--- src/rtl/uid_dedup_cooldown_table_unit_assert.svh ---
// Assertion macros for the identifier dedup table.
`ifndef UID_DEDUP_COOLDOWN_TABLE_UNIT_ASSERT_SVH
`define UID_DEDUP_COOLDOWN_TABLE_UNIT_ASSERT_SVH

// Check cons in the same cycle as ante.
`define UDCT_ASSERT_NOW(lbl, ante, cons, msg) \
  lbl: assert property (@(posedge clk) disable iff (!rst_n) (ante) |-> (cons)) else $error(msg);

// Check cons in the cycle after ante.
`define UDCT_ASSERT_NEXT(lbl, ante, cons, msg) \
  lbl: assert property (@(posedge clk) disable iff (!rst_n) (ante) |=> (cons)) else $error(msg);

`endif

--- src/rtl/udct_pkg.sv ---
package udct_pkg;

  localparam int UID_LO_W = 64;
  localparam int UID_HI_W = 16;
  localparam int UID_RAW_W = UID_LO_W + UID_HI_W;
  localparam int LEN_W = 4;
  localparam int TICK_W = 32;
  localparam int CNT_W = 8;
  localparam int SLOT_W = 8;

  localparam logic [TICK_W-1:0] COOLDOWN_RESET = 32'd5000;
  localparam logic [TICK_W-1:0] FIRST_SEEN_STEP = 32'd1000;

  typedef struct packed {
    logic [UID_LO_W-1:0] uid_low_bytes;
    logic [UID_HI_W-1:0] uid_high_bytes;
    logic [LEN_W-1:0]    uid_length;
    logic [TICK_W-1:0]   now_tick;
  } in_word_t;

  typedef struct packed {
    logic              report;
    logic              is_new;
    logic [TICK_W-1:0] first_tick;
    logic [TICK_W-1:0] seen_tick;
    logic [CNT_W-1:0]  sight_count;
    logic [TICK_W-1:0] unique_total;
  } out_word_t;

  // Scan token handed from cell to cell.
  typedef struct packed {
    logic              live;
    logic              hit;
    logic [SLOT_W-1:0] hit_slot;
    logic [TICK_W-1:0] hit_tick;
    logic [CNT_W-1:0]  hit_count;
    logic              has_free;
    logic [SLOT_W-1:0] open_slot;
    logic              has_old;
    logic [SLOT_W-1:0] old_slot;
    logic [TICK_W-1:0] old_tick;
  } scan_tok_t;

  // Entry update broadcast to all cells.
  typedef struct packed {
    logic              en;
    logic              fill;
    logic [SLOT_W-1:0] slot;
    logic [LEN_W-1:0]  len;
    logic [TICK_W-1:0] tick;
    logic [CNT_W-1:0]  count;
  } wr_cmd_t;

  typedef enum logic [1:0] {
    ST_IDLE,
    ST_SCAN,
    ST_DECIDE
  } udct_state_t;

endpackage

--- src/rtl/udct_cell.sv ---
module udct_cell
  import udct_pkg::*;
#(
  parameter int KEY_W = 80,
  parameter int IDX   = 0
) (
  input  logic             clk,
  input  logic             rst_n,
  input  logic [KEY_W-1:0] key_i,
  input  logic [LEN_W-1:0] len_i,
  input  scan_tok_t        tok_i,
  output scan_tok_t        tok_o,
  input  wr_cmd_t          wr_i,
  input  logic [KEY_W-1:0] wr_key_i
);

  localparam logic [SLOT_W-1:0] MY_SLOT = SLOT_W'(IDX);

  logic              valid_r;
  logic [LEN_W-1:0]  len_r;
  logic [KEY_W-1:0]  key_r;
  logic [TICK_W-1:0] tick_r;
  logic [CNT_W-1:0]  count_r;
  scan_tok_t         tok_r;
  scan_tok_t         tok_nxt;
  logic              match;
  logic              sel;

  assign match = valid_r && (len_r == len_i) && (key_r == key_i);
  assign sel   = wr_i.en && (wr_i.slot == MY_SLOT);

  always_comb begin
    tok_nxt = tok_i;
    if (!tok_i.hit && match) begin
      tok_nxt.hit       = 1'b1;
      tok_nxt.hit_slot  = MY_SLOT;
      tok_nxt.hit_tick  = tick_r;
      tok_nxt.hit_count = count_r;
    end
    if (!tok_i.has_free && !valid_r) begin
      tok_nxt.has_free  = 1'b1;
      tok_nxt.open_slot = MY_SLOT;
    end
    // Strictly older only, so the lower slot keeps ties.
    if (!tok_i.has_old || (tick_r < tok_i.old_tick)) begin
      tok_nxt.has_old  = 1'b1;
      tok_nxt.old_slot = MY_SLOT;
      tok_nxt.old_tick = tick_r;
    end
  end

  always_ff @(posedge clk) begin
    if (!rst_n) begin
      tok_r   <= '0;
      valid_r <= 1'b0;
    end else begin
      tok_r <= tok_nxt;
      if (sel && wr_i.fill) begin
        valid_r <= 1'b1;
      end
    end
  end

  always_ff @(posedge clk) begin
    if (sel) begin
      tick_r  <= wr_i.tick;
      count_r <= wr_i.count;
      if (wr_i.fill) begin
        len_r <= wr_i.len;
        key_r <= wr_key_i;
      end
    end
  end

  assign tok_o = tok_r;

endmodule

--- config.mk ---
export PLATFORM = sky130hd
export DESIGN_NAME = udct_cell
export DESIGN_NICKNAME = d
export VERILOG_FILES = /design/src/rtl/uid_dedup_cooldown_table_unit_assert.svh /design/src/rtl/udct_pkg.sv /design/src/rtl/udct_cell.sv
export SDC_FILE = /design/constraint.sdc
export NUM_CORES = 1
export LEC_CHECK = 0
export ABC_AREA = 1
export ABC_CLOCK_PERIOD_IN_PS = 24600
export BUFFER_PORTS_ARGS = -buffer_cell sky130_fd_sc_hd__buf_2
export CORE_AREA = 2 2 172 174
export DETAILED_ROUTE_END_ITERATION = 6
export DIE_AREA = 0 0 174 176
export MAX_ROUTING_LAYER = met4
export REMOVE_ABC_BUFFERS = 1
export SETUP_SLACK_MARGIN = 0.4
export SLEW_MARGIN = 40
export SYNTH_ARGS = -nofsm -noshare
export SYNTH_HDL_FRONTEND = slang
export SYNTH_SLANG_ARGS = --single-unit
--- constraint.sdc ---
create_clock -name clk -period 24.6 [get_ports clk]
set_input_delay 3.69 -clock clk [delete_from_list [all_inputs] [get_ports clk]]
set_output_delay 3.69 -clock clk [all_outputs]
set_load 0.01 [all_outputs]
After elaboration in Yosys (flattened, before gate mapping)
Cells that the tools add are included.
- register bits: 225
- input bits: 320
- output and inout port bits: 100
- logic and storage cells: 38
- magnitude comparators: 1
- equality and inequality tests: 2
- muxes and demuxes: 3
- bitwise logic cells: 1
- reduce and logical (&&, ||, !) cells: 16
- operator list (kind ; count):
    $eq 80x80->1 ; 1
    $mux 49 ; 1
    $mux 41 ; 1
    $lt 32x32->1 ; 1
    $mux 9 ; 1
    $logic_not 8->1 ; 1
    $logic_and 1x1->1 ; 6
    $reduce_or 2->1 ; 3
    $eq 4x4->1 ; 1
    $logic_not 1->1 ; 4
    $reduce_and 2->1 ; 1
    $logic_or 1x1->1 ; 1
    $not 1->1 ; 1

Depth between registers and ports, before layout
- depth in word-level cells: 5
- mapped depth: 17
- gate-level depth less buffers: 15

Worst setup path after synthesis
No wires, ideal clock.
- path kind: input to register
- start point: input port wr_i[47] in the netlist's numbering
- end point: register key_r[0], enable pin
- library setup time: 0.649 ns
- data arrival time: 10.207 ns
- data required time: 23.951 ns
- path slack: 13.745 ns
- cell stages on the path: 3
- path buffers: 0
- cell sequence: nor4_1 > nand2_1 > nor3b_1
- cells in the longest elaborated chain, start to end: 3
- ends and longest elaborated chain (what ; RTL line ; text):
    start: declaration ; udct_cell.sv:13 ; input wr_cmd_t wr_i,
    $logic_not 8->1 ; udct_cell.sv:30 ; assign sel = wr_i.en && (wr_i.slot == MY_SLOT);
    $logic_and 1x1->1 ; udct_cell.sv:30 ;
    $reduce_and 2->1 (no line) ; - ;
    end signal: assignment ; udct_cell.sv:70 ; key_r <= wr_key_i;
    end: declaration ; udct_cell.sv:21 ; logic [KEY_W-1:0] key_r;
No other way between the ends.
A chain may end at the register's enable or synchronous reset.

Worst setup path after layout
- start point: input port tok_i[23] in the netlist's numbering
- end point: register tok_r (netlist bit tok_o[34])
- cells in the longest elaborated chain, start to end: 3
- ends and longest elaborated chain (what ; RTL line ; text):
    start: declaration ; udct_cell.sv:11 ; input scan_tok_t tok_i,
    $lt 32x32->1 ; udct_cell.sv:45 ; if (!tok_i.has_old || (tick_r < tok_i.old_tick)) begin
    $logic_or 1x1->1 ; udct_cell.sv:45 ;
    $reduce_or 2->1 (no line) ; - ;
    end signal: assignment ; udct_cell.sv:57 ; tok_r <= tok_nxt;
    end: declaration ; udct_cell.sv:24 ; scan_tok_t tok_r;
No other way between the ends.

==> impl_metrics.json <==
{
  "critPathKind": "in -> reg",
  "period_minus_slack_ns": 5.40,
  "status": "completed",
  "synth_edf_count": 124,
  "yosys-top-cells-area": "edfxtp_1, dfxtp_1, nand2_1",
  "finalHoldViolations": 0,
  "crit_fanout": 63,
  "synth_seq_area_share_pct": 57.9,
  "avgSynthCellArea_um2": 8.35,
  "ys.flop_type": "edfxtp_1",
  "clock_sinks": 225,
  "min_period_over_period_pct": 21.9,
  "fin_skew_ns": 0.0118,
  "ctsHoldBuffers": 0,
  "finalSetupTns_ns": 0,
  "rows": 62,
  "critPathLaunch": "tok_i[23]",
  "die_area_um2": 30600,
  "antenna_found_initial": 6,
  "area_growth_pct": 33.7,
  "io_pins": 420,
  "r2r_cells": 10,
  "portBuffers": 419,
  "grt_start_max_net_pins": 82,
  "rsz0062_at_grt": "no",
  "hp-class": "reg -> reg",
  "drt-initial-drc-count": 280,
  "grt_usage_pct": 19.1,
  "grt-ovfl-total": 0,
  "cts-root-buf": "clkbuf_16",
  "netlist_instances": 1189,
  "coreArea_um2": 28500,
  "grt_pass1_vias": 8679,
  "p_leak_nw": 7.14,
  "clkLatencyLatePin_ns": 0.52,
  "slew_violations": 0,
  "initial_core_util_pct": 34.8,
  "critical_path_arrival_ns": 5.83,
  "die_width_um": 174,
  "cap_violations": 0,
  "ir_drop_uv": 49.0,
  "setup_viol": 0,
  "htree_num_levels": 1,
  "viasPerCell": 4.30,
  "drive_above_1_share_pct": 28.8,
  "grt_pass1_wl_mm": 44.5,
  "timing.fmax_ghz": 0.185,
  "cts_resized": 0,
  "placed_cells": 1967,
  "p_per_area_nw_per_um2": 64.7,
  "clk_path_buf_depth": 3,
  "num_vias": 8687,
  "die_y_um": 176,
  "synthesis.area_um2": 9920,
  "cp-endpoint": "tok_o[34]",
  "ys_ff_latch": 225,
  "worst_pin_slew_ns": 0.775,
  "routed_wl_mm": 29.3,
  "drtPass1Iterations": 6,
  "synth_top_cell_area_share_pct": 37.5,
  "slew_headroom_pct": 48.3,
  "synth.distinct_cells": 27,
  "clk_pin_slew_worst_paths_ns": 0.06,
  "crit_required_ns": 25.04,
  "finalWeightedCongestion": 0.877,
  "drc": 0,
  "start_kind": "input port",
  "final_cell_mix": "buf_2, nand2_1, inv_1, nor2_1, edfxtp_1",
  "cp-end-kind": "register",
  "ant_nets": 0,
  "numCtsBuffers": 26,
  "cts_setup_buffers": 0,
  "final_common_cell": "buf_2",
  "worstReg2RegEnd": "tok_o[34]",
  "postSynth.asyncResetShare_pct": 0,
  "dp_hpwl_mm": 22.6,
  "fin_nets": 1962,
  "cts_tree": "built",
  "ys_warn_count": 0,
  "final_cells": 2020,
  "avgRoutedWirePerCell_um": 14.5,
  "r2r-start": "tick_r[27]",
  "r2r_setup_slack_ns": 22.03,
  "yosys.area.top_type": "edfxtp_1"
}
==> routing by layer <==
metal  track usage [%]  part of all wire [%]  vias to the layer above  wire [um]
met5                 -                     0                        -          0
met4              4.66                   2.1                        0        627
met3              6.65                    11                       50       3220
met2              33.2                    48                      363      14100
met1              21.1                    39                     3774      11300
li1                  -                     -                     4500          -
==> kinds of logic after synthesis <==
| group | Yosys count | share of synthesized area, % |
|---|---|---|
| xor gates and xnor gates | 4 | 0.353 |
| and+or+nand+nor | 582 | 23.0 |
| adders and majority gates | 31 | 3.91 |
| DFF | 225 | 57.9 |
| buffers and inverters | 256 | 10.2 |
| AOI/OAI and AO/OA | 91 | 4.68 |
==> per-stage QoR <==
stage | util, % | area (um2) | hold WS, ns | power [mW] | setup slack (ns)
2_1_floorplan | - | 9750 | 0.447 | 0.446 | 13.74
3_3_place_gp | 43.4 | 12400 | 0.450 | 0.491 | 18.69
3_5_place_dp | 43.5 | 12400 | 0.469 | 0.493 | 18.65
4_1_cts | 46.4 | 13300 | 0.482 | 0.871 | 19.20
5_1_grt | 46.5 | 13300 | 0.515 | 0.895 | 18.90
6_report | 46.5 | 13300 | 0.476 | 0.858 | 19.20
==> power breakdown <==
part | total [mW] | internal [mW] | switching [mW]
clock | 0.374 | 0.225 | 0.149
combinational | 0.0772 | 0.0356 | 0.0415
sequential | 0.407 | 0.405 | 0.00222
==> flip-flops by register name, summed over array words and instances, names as in the netlist <==
signal   cells
tok_o      100
len_r        4
valid_r      1
key_r       80
count_r      8
tick_r      32
==> worst max-delay path: stages <==
cell	delay [ns]
buf_2	0.08
inv_1	0.05
ha_1	0.29
nand2_1	0.08
nor2_1	0.16
nand4_1	0.14
nor2_1	0.11
nand2_1	0.07
nand2_2	0.07
buf_4	0.53
nand2_1	0.34
nor3_1	0.21
==> layout make-up <==
cell class,instances,area [um2]
repair buffers,426,2170
flip-flops and latches,225,5750
diodes,5,12.5
well taps,384,480
inverters,224,841
clock buffers,43,817
multi-input cells,708,3180
fillers,2825,15300
clock inverters,5,26.3
==> Yosys cell counts, types with 3 or more instances <==
library cell,instances
nand2_1,326
o21ai_1,10
a21oi_1,47
nor2_1,201
nor2_2,3
nand3_1,39
ha_1,31
dfxtp_1,101
buf_2,8
inv_1,223
buf_6,4
edfxtp_1,124
buf_4,3
buf_1,5
o21ai_0,29
nor3_1,9
clkbuf_1,12
xor2_1,3
==> worst min-delay path by stage <==
stage,startpoint,end,depth (start not counted)
CTS,count_r[6],tok_o[56],2
global route,count_r[6],tok_o[56],2
detailed placement,count_r[6],tok_o[56],2
global placement,count_r[1],tok_o[51],2
floorplan,count_r[0],tok_o[50],2
finish,count_r[6],tok_o[56],2
Note: power is estimated with default switching activity, not from simulation.
